--- config.mk ---
export PLATFORM = sky130hd
export DESIGN_NAME = delayed_gain_switch_ramp_unit
export DESIGN_NICKNAME = d
export VERILOG_FILES = /design/src/dgsr_pkg.sv /design/src/dgsr_ramp.sv /design/src/delayed_gain_switch_ramp_unit.sv
export SDC_FILE = /design/constraint.sdc
export NUM_CORES = 1
export LEC_CHECK = 0
export BUFFER_PORTS_ARGS = -buffer_cell sky130_fd_sc_hd__clkbuf_2
export CAP_MARGIN = 20
export CORE_UTILIZATION = 45
export DETAILED_ROUTE_END_ITERATION = 16
export MAX_ROUTING_LAYER = met4
export PLACE_DENSITY_LB_ADDON = 0.12
export RECOVER_POWER = 100
export REMOVE_ABC_BUFFERS = 1
export SYNTH_ARGS = -nofsm -noshare
export SYNTH_HDL_FRONTEND = slang
export SYNTH_SLANG_ARGS = --single-unit
--- constraint.sdc ---
create_clock -name clk_i -period 11.05 [get_ports clk_i]
set_input_delay 1.105 -clock clk_i [delete_from_list [all_inputs] [get_ports clk_i]]
set_output_delay 1.105 -clock clk_i [all_outputs]
set_load 0.005 [all_outputs]
--- src/dgsr_pkg.sv ---
// Package for the delayed gain switch ramp unit: widths, register map,
// selection codes and the packed word types of both channels.
// Has no dependencies; every other file of the block imports it.
`default_nettype none

package dgsr_pkg;

  localparam int GainW       = 32;
  localparam int CountW      = 24;
  localparam int MantBitsDef = 24;
  localparam int AddrW       = 5;
  localparam int DataW       = 32;

  typedef enum logic [2:0] {
    RegWaitSecond = 3'd0,
    RegWaitFirst  = 3'd1,
    RegGainFirst  = 3'd2,
    RegGainSecond = 3'd3,
    RegStepSecond = 3'd4,
    RegStepFirst  = 3'd5,
    RegRampEnable = 3'd6
  } reg_idx_e;

  typedef enum logic [1:0] {
    SelNone   = 2'd0,
    SelFirst  = 2'd1,
    SelSecond = 2'd2
  } sel_e;

  typedef struct packed {
    logic condition;
    logic clear_timers;
  } in_word_t;

  typedef struct packed {
    logic signed [GainW-1:0] gain_now;
    logic        [1:0]       gain_selected;
  } out_word_t;

endpackage

`default_nettype wire

--- src/dgsr_ramp.sv ---
// One ramp step of an exponent-mantissa gain toward a target gain.
// Combinational: alignment shift, add or subtract, one-bit renormalize, clamp.
// Depends on dgsr_pkg for the gain width.
`default_nettype none

module dgsr_ramp import dgsr_pkg::*; #(
  parameter int MantBits = MantBitsDef
) (
  input  wire logic [GainW-1:0] src_i,
  input  wire logic [GainW-1:0] dst_i,
  input  wire logic [GainW-1:0] step_i,
  output logic      [GainW-1:0] gain_o
);

  localparam int ExpW     = GainW - MantBits;
  localparam int QuarterI = 1 << (MantBits - 2);
  localparam int MantMaxI = (1 << (MantBits - 1)) - 1;

  logic        [MantBits-1:0] src_m, dst_m, step_m;
  logic signed [ExpW-1:0]     se, de, te;
  logic signed [ExpW:0]       sft, ae, de_x, e_dn, e_up;
  logic        [ExpW:0]       sh_amt;
  logic        [MantBits-1:0] cm, wrk_raw, wrk, mu;
  logic signed [MantBits+1:0] kx_dn, kx2;
  logic        [MantBits:0]   ku;
  logic                       exp_lt, exp_eq;

  assign src_m  = src_i[MantBits-1:0];
  assign dst_m  = dst_i[MantBits-1:0];
  assign step_m = step_i[MantBits-1:0];
  assign se     = $signed(src_i[GainW-1:MantBits]);
  assign de     = $signed(dst_i[GainW-1:MantBits]);
  assign te     = $signed(step_i[GainW-1:MantBits]);
  assign sft    = {se[ExpW-1], se} - {te[ExpW-1], te};
  assign de_x   = {de[ExpW-1], de};

  always_comb begin
    sh_amt  = '0;
    cm      = src_m;
    ae      = {se[ExpW-1], se};
    wrk_raw = step_m;
    if (sft <= 0) begin
      sh_amt = $unsigned(-sft);
      if (sh_amt >= (ExpW+1)'(MantBits)) begin
        wrk_raw = '0;
      end else begin
        wrk_raw = step_m >> sh_amt;
      end
    end else begin
      sh_amt = $unsigned(sft);
      if (sh_amt >= (ExpW+1)'(MantBits)) begin
        cm = '0;
      end else begin
        cm = src_m >> sh_amt;
      end
      ae = {te[ExpW-1], te};
    end
  end

  assign wrk    = (wrk_raw == '0) ? MantBits'(1) : wrk_raw;
  assign exp_lt = ae < de_x;
  assign exp_eq = ae == de_x;

  always_comb begin
    kx_dn = $signed({2'b00, cm}) - $signed({2'b00, wrk});
    kx2   = kx_dn;
    e_dn  = ae;
    ku    = {1'b0, cm} + {1'b0, wrk};
    mu    = ku[MantBits-1:0];
    e_up  = ae;
    gain_o = dst_i;
    if (src_i == dst_i || step_i == '0) begin
      gain_o = dst_i;
    end else if (exp_lt || (exp_eq && cm > dst_m)) begin
      if (kx_dn < (MantBits+2)'(QuarterI) && exp_lt) begin
        kx2  = kx_dn <<< 1;
        e_dn = ae + (ExpW+1)'(1);
      end
      if (kx2 <= 0) begin
        gain_o = dst_i;
      end else if (e_dn == de_x && kx2[MantBits-1:0] <= dst_m) begin
        gain_o = dst_i;
      end else begin
        gain_o = {e_dn[ExpW-1:0], kx2[MantBits-1:0]};
      end
    end else begin
      if (ku > (MantBits+1)'(MantMaxI)) begin
        mu   = ku[MantBits:1];
        e_up = ae - (ExpW+1)'(1);
      end
      if (e_up < de_x || (e_up == de_x && mu >= dst_m)) begin
        gain_o = dst_i;
      end else begin
        gain_o = {e_up[ExpW-1:0], mu};
      end
    end
  end

endmodule

`default_nettype wire

--- src/delayed_gain_switch_ramp_unit.sv ---
// Top level of the delayed gain switch ramp unit: configuration registers,
// delay counters, gain state and a two-entry output stage.
// Depends on dgsr_pkg and dgsr_ramp.
`default_nettype none

// The unit takes one input word per clock cycle and returns one result word
// for each, in order. A word's gain update is a combinational path from
// the gain register through the ramp step (alignment shifter, mantissa adder
// and clamp compare) back into the gain register. Results leave through an
// output register backed by a skid register, so input words keep being taken
// while one result waits; input ready drops only when both hold a word.
// Each result is registered. The user must write registers over the APB
// port only while the unit is idle; the unit itself does not enforce it.
module delayed_gain_switch_ramp_unit import dgsr_pkg::*; #(
  parameter int MantBits = MantBitsDef
) (
  input  wire logic             clk_i,
  input  wire logic             rst_ni,
  input  wire logic             in_valid_i,
  output logic                  in_ready_o,
  input  wire in_word_t         in_word_i,
  output logic                  out_valid_o,
  input  wire logic             out_ready_i,
  output out_word_t             out_word_o,
  input  wire logic             psel,
  input  wire logic             penable,
  input  wire logic             pwrite,
  input  wire logic [AddrW-1:0] paddr,
  input  wire logic [DataW-1:0] pwdata,
  output logic      [DataW-1:0] prdata,
  output logic                  pready
);

  logic [CountW-1:0] wait_second_q, wait_first_q;
  logic [GainW-1:0]  gain_first_q, gain_second_q, step_second_q, step_first_q;
  logic              ramp_en_q;

  logic [GainW-1:0]  gain_q, gain_d;
  logic [CountW-1:0] cnt_second_q, cnt_second_d, cnt_first_q, cnt_first_d;
  sel_e              sel_q, sel_d;

  logic              out_valid_q, out_valid_d, skid_valid_q, skid_valid_d;
  out_word_t         out_word_q, out_word_d, skid_word_q, skid_word_d, res_word;

  logic              in_fire, out_pop, cfg_wr;
  reg_idx_e          reg_idx;
  logic [GainW-1:0]  ramp_dst, ramp_step, ramp_gain;

  assign pready  = 1'b1;
  assign cfg_wr  = psel && penable && pwrite && pready;
  assign reg_idx = reg_idx_e'(paddr[AddrW-1:2]);

  always_ff @(posedge clk_i or negedge rst_ni) begin
    if (!rst_ni) begin
      wait_second_q <= '0;
      wait_first_q  <= '0;
      gain_first_q  <= '0;
      gain_second_q <= '0;
      step_second_q <= '0;
      step_first_q  <= '0;
      ramp_en_q     <= 1'b0;
    end else if (cfg_wr) begin
      unique case (reg_idx)
        RegWaitSecond: wait_second_q <= pwdata[CountW-1:0];
        RegWaitFirst:  wait_first_q  <= pwdata[CountW-1:0];
        RegGainFirst:  gain_first_q  <= pwdata[GainW-1:0];
        RegGainSecond: gain_second_q <= pwdata[GainW-1:0];
        RegStepSecond: step_second_q <= pwdata[GainW-1:0];
        RegStepFirst:  step_first_q  <= pwdata[GainW-1:0];
        RegRampEnable: ramp_en_q     <= pwdata[0];
        default: ;
      endcase
    end
  end

  always_comb begin
    unique case (reg_idx)
      RegWaitSecond: prdata = DataW'(wait_second_q);
      RegWaitFirst:  prdata = DataW'(wait_first_q);
      RegGainFirst:  prdata = DataW'(gain_first_q);
      RegGainSecond: prdata = DataW'(gain_second_q);
      RegStepSecond: prdata = DataW'(step_second_q);
      RegStepFirst:  prdata = DataW'(step_first_q);
      RegRampEnable: prdata = DataW'(ramp_en_q);
      default:       prdata = '0;
    endcase
  end

  assign ramp_dst  = in_word_i.condition ? gain_second_q : gain_first_q;
  assign ramp_step = in_word_i.condition ? step_second_q : step_first_q;

  dgsr_ramp #(
    .MantBits(MantBits)
  ) u_ramp (
    .src_i (gain_q),
    .dst_i (ramp_dst),
    .step_i(ramp_step),
    .gain_o(ramp_gain)
  );

  assign in_ready_o = !skid_valid_q;
  assign in_fire    = in_valid_i && in_ready_o;

  always_comb begin
    gain_d       = gain_q;
    cnt_second_d = cnt_second_q;
    cnt_first_d  = cnt_first_q;
    sel_d        = sel_q;
    if (in_fire) begin
      if (in_word_i.clear_timers) begin
        cnt_second_d = '0;
        cnt_first_d  = '0;
      end else if (in_word_i.condition) begin
        if (cnt_second_q >= wait_second_q) begin
          gain_d      = ramp_en_q ? ramp_gain : gain_second_q;
          sel_d       = SelSecond;
          cnt_first_d = '0;
        end else begin
          cnt_second_d = cnt_second_q + CountW'(1);
        end
      end else begin
        if (cnt_first_q >= wait_first_q) begin
          gain_d       = ramp_en_q ? ramp_gain : gain_first_q;
          sel_d        = SelFirst;
          cnt_second_d = '0;
        end else begin
          cnt_first_d = cnt_first_q + CountW'(1);
        end
      end
    end
  end

  assign res_word.gain_now      = $signed(gain_d);
  assign res_word.gain_selected = sel_d;

  assign out_pop = out_valid_q && out_ready_i;

  always_comb begin
    out_valid_d  = out_valid_q;
    skid_valid_d = skid_valid_q;
    out_word_d   = out_word_q;
    skid_word_d  = skid_word_q;
    if (in_fire) begin
      if (!out_valid_q || out_pop) begin
        out_valid_d = 1'b1;
        out_word_d  = res_word;
      end else begin
        skid_valid_d = 1'b1;
        skid_word_d  = res_word;
      end
    end else if (out_pop) begin
      if (skid_valid_q) begin
        out_word_d   = skid_word_q;
        skid_valid_d = 1'b0;
      end else begin
        out_valid_d = 1'b0;
      end
    end
  end

  always_ff @(posedge clk_i or negedge rst_ni) begin
    if (!rst_ni) begin
      gain_q       <= '0;
      cnt_second_q <= '0;
      cnt_first_q  <= '0;
      sel_q        <= SelNone;
      out_valid_q  <= 1'b0;
      skid_valid_q <= 1'b0;
    end else begin
      gain_q       <= gain_d;
      cnt_second_q <= cnt_second_d;
      cnt_first_q  <= cnt_first_d;
      sel_q        <= sel_d;
      out_valid_q  <= out_valid_d;
      skid_valid_q <= skid_valid_d;
    end
  end

  always_ff @(posedge clk_i) begin
    out_word_q  <= out_word_d;
    skid_word_q <= skid_word_d;
  end

  assign out_valid_o = out_valid_q;
  assign out_word_o  = out_word_q;

  // A full skid register always sits behind a full output register.
  a_skid_behind_out: assert property (@(posedge clk_i) disable iff (!rst_ni)
    skid_valid_q |-> out_valid_q)
    else $error("skid word held with empty output register");

  // A clear word zeroes both counters and leaves the gain alone.
  a_clear_counters: assert property (@(posedge clk_i) disable iff (!rst_ni)
    (in_fire && in_word_i.clear_timers) |=> (cnt_second_q == '0 && cnt_first_q == '0))
    else $error("counters not cleared");

  a_clear_keeps_gain: assert property (@(posedge clk_i) disable iff (!rst_ni)
    (in_fire && in_word_i.clear_timers) |=> $stable(gain_q))
    else $error("gain changed on a clear word");

  // Once a gain has been selected, the selection never returns to none.
  a_sel_sticky: assert property (@(posedge clk_i) disable iff (!rst_ni)
    (sel_q != SelNone) |=> (sel_q != SelNone))
    else $error("selection fell back to none");

  // The gain only moves when a word is accepted.
  a_gain_idle: assert property (@(posedge clk_i) disable iff (!rst_ni)
    !in_fire |=> $stable(gain_q))
    else $error("gain changed without an accepted word");

endmodule

`default_nettype wire

==> flow_metrics.tcl <==
set metrics [dict create \
    dp_hpwl_um 93600 \
    start_util_pct 45.7 \
    worst_pin_slew_ns 6.07 \
    grt_usage_pct 39.1 \
    clk_pin_slew_ns 0.06 \
    ys_async_sr_fraction_pct 79.3 \
    cp-end-kind "flop" \
    fin_area_um2 34300 \
    cts-root-buf "clkbuf_16" \
    htreeDepth 2 \
    cp_slowest_stage_delay_ns 0.72 \
    max_freq_ghz 0.0942 \
    power_mw 9.11 \
    gp_congestion 1.07 \
    die_h_um 250 \
    critical_path_class "in2reg" \
    post-route-period-util_pct 96.1 \
    num_vias 27971 \
    yosysTopAreaCell "dfrtp_1" \
    violations "max-capacitance violations, max-slew violations" \
    crit_top_cell "buf_4" \
    drive_gt1_share_pct 26.1 \
    netlist_area_um2 27600 \
    drc 0 \
    cts_sinks 329 \
    status "finished, violations left" \
    ys_types 97 \
    ys_ff_latch 329 \
    io_buffer_count 111 \
    grt_max_degree 172 \
    synth_ff_type "dfrtp_1" \
    drt_wl_total_um 120000 \
    fin_crit_ns 10.62 \
    slew_headroom_pct -305 \
    ff_latch_area_um2 8570 \
    drt-initial-drc-count 2734 \
    cap_violations 13 \
    path_max_fanout 26 \
    start_kind "input port" \
    use_met1_pct 49.2 \
    switching_share_pct 45.7 \
    io_pins 115 \
    netSwitchingPower_mw 4.16 \
    crit_arrival_ns 10.96 \
    insertion_delay_ns 0.60 \
    via_per_inst 6.20 \
    core_um2 60500 \
    nets 3944 \
    peakVddDrop_uv 171 \
    final_util_pct 56.7 \
    grt_pass1_wl_um 177000 \
    cts_buffer_depth 3 \
    synth-seq-area-share_pct 31.0 \
    ctsHoldBuffers 0 \
    crit_slowest_cell "or4b_2" \
    die_w_um 250 \
    cts_buffers 41 \
    cts_tree "yes" \
    multi_input_area_um2 17900 \
    yosys_warnings 0 \
    yosys-top-cells-area "dfrtp_1 (24%), ha_1 (9.1%), edfxtp_1 (7.4%)" \
    clockPowerShare_pct 15.6 \
    met2_usage_pct 62.4 \
    leakage_nw 15.6 \
    skew_ns 0.0427 \
    setup_viol 0 \
    p_int_mw 4.95 \
    first_pass_iters 8 \
    syn-instance-count 3160 \
    die-area_um2 62400 \
    power.density_nw_per_um2 266 \
    synth_area_per_cell_um2 8.75 \
    area_delta_synth_final_pct 24.1 \
    antenna_left 0 \
    finalMaxSlewViolations 648 \
    antenna_found_initial 2 \
    combPwrFrac_pct 66.2 \
    wl_per_cell_um 26.7 \
    rsz0062_at_grt "false" \
    hold_violations 0 \
    p_seq_share_pct 18.1 \
    fillCellCount 5564 \
    worstPathRequired_ns 11.39 \
    gr-max-usage-layer "met2" \
    first_global_vias 27320 \
    grt-ovfl-total 0 \
    synth_top_area_share_pct 23.6 \
    grt_use_met3_pct 5.47 \
    synth_edf_count 68 \
    placed_area_um2 32900 \
    min_path_type "reg2reg" \
    rows 90 \
]
power groups by stage:
stage / registers [mW] / logic [mW] / clock network (mW)
floorplan: 1.61 / 2.89 / 0
finish: 1.65 / 6.04 / 1.42
CTS: 1.64 / 5.84 / 1.43
global placement: 1.65 / 5.74 / 0
detailed placement: 1.66 / 5.80 / 0
global route: 1.68 / 6.42 / 1.47
path summary, 6_finish.rpt:
| kind | startpoint | to | slack, ns | cells past startpoint |
|---|---|---|---|---|
| worst max-delay path | in_word_i[1] | out_word_o[28]$_DFFE_PP_ | 0.43 | 43 |
| worst min-delay path | skid_word_q[25]$_DFFE_PP_ | out_word_o[25]$_DFFE_PP_ | 0.52 | 2 |
| worst max register to register | gain_q[24]$_DFF_PN0_ | out_word_o[28]$_DFFE_PP_ | 0.72 | 42 |
| worst min register to register | skid_word_q[25]$_DFFE_PP_ | out_word_o[25]$_DFFE_PP_ | 0.52 | 2 |
| max in group asynchronous | rst_ni | step_second_q[8]$_DFFE_PN0P_ | 1.90 | 2 |
| min in group asynchronous | rst_ni | gain_q[2]$_DFF_PN0_ | 2.77 | 1 |
routing by layer:
layer  part of all wire [%]  vias up
met4                    5.4        0
met3                    7.6      271
met2                     46     1266
li1                       -    12744
met1                     41    13690
met5                      0        -
worst max-delay path: cells and delay by family:
| kind | cells | cell delay (ns) |
|---|---|---|
| adder cells (fa/ha/maj) | 5 | 1.75 |
| XOR/XNOR | 1 | 0.15 |
| multiplexers | 2 | 0.56 |
| AND/OR/NAND/NOR | 12 | 2.70 |
| AO/OA/AOI/OAI | 15 | 3.18 |
| buffers and inverters | 8 | 1.49 |
flip-flops by register name, summed over array words and instances (netlist names):
name	count
cnt_first_q	24
cnt_second_q	24
gain_first_q	32
gain_q	32
gain_second_q	32
out_valid_o	1
out_word_o	34
ramp_en_q	1
sel_q	2
skid_valid_q	1
skid_word_q	34
step_first_q	32
step_second_q	32
wait_first_q	24
wait_second_q	24
layout make-up:
type / count / area share (%)
flip-flops and latches: 329 / 25.0
repair buffers: 679 / 13.9
well taps: 782 / 2.85
clock inverters: 10 / 0.430
clock buffers: 65 / 3.70
inverters: 181 / 1.98
multi-input cells: 2463 / 52.2
diodes: 2 / 0.0146
placed cells by master, fill, tap and decap left out, drive strengths merged, types with 27 or more instances in the layout:
cell,instances
a211oi,33
a21o,43
a21oi,190
a22oi,125
buf,549
clkbuf,195
dfrtp,261
edfxtp,68
ha,200
inv,182
mux2,181
mux2i,120
nand2,264
nand3,84
nand4,42
nor2,246
nor2b,40
nor3,66
nor4,41
o211ai,29
o21ai,213
o22ai,32
xnor2,108
xor2,27
synth_stat cells (all sizes together) (9+ instances only):
cell     count
xnor2      108
o22ai       32
nand3       84
a221o       17
inv        178
xor2        27
nand2b      26
mux2       181
nand2      264
nor4        41
dfrtp      261
clkbuf     141
or2         10
a21oi      190
buf         46
o21ai      213
nor3        66
and3        21
a211o        9
or3         23
mux2i      120
a31o        15
a22o        21
o221ai      12
o31ai       24
nand4       42
edfxtp      68
and2        16
a31oi       18
a21boi      14
nor2b       40
o211ai      29
a2bb2oi     10
nor2       246
a21o        43
o21a        20
ha         200
a22oi      125
a211oi      33
what timing repair did:
item / 4_1_cts / 5_1_grt
setup buffers: 0 / 2
endpoints found under the setup margin: 66 / 96
gates resized for setup: 10 / 38
pin swaps: 1 / 3
kinds of logic (layout without fill, tap and decap cells):
kind of cell               after synthesis  after routing  share of synthesized area, %
xor gates and xnor gates               140            140                          4.69
DFF                                    329            329                          31.0
muxes                                  309            309                          12.4
adders and majority gates              203            203                          9.27
and+or+nand+nor                        900            900                          15.4
other                                    1              3                        0.0136
buffers and inverters                  368            935                          5.17
AOI/OAI and AO/OA                      910            910                          22.1
stage by stage:
| step | worst slack, ns | TNS (ns) | std cells | hold slack [ns] |
|---|---|---|---|---|
| 4_1_cts | 0.00121 | 0 | 4504 | 0.522 |
| 5_1_grt | 0.0124 | 0 | 4511 | 0.540 |
| 2_1_floorplan | -1.80 | -133.66 | 2973 | 0.485 |
| 6_report | 0.433 | 0 | 4511 | 0.522 |
| 3_3_place_gp | -0.629 | -43.64 | 4427 | 0.510 |
| 3_5_place_dp | -0.809 | -57.99 | 4429 | 0.507 |
Power figures use the tool's default switching activity.
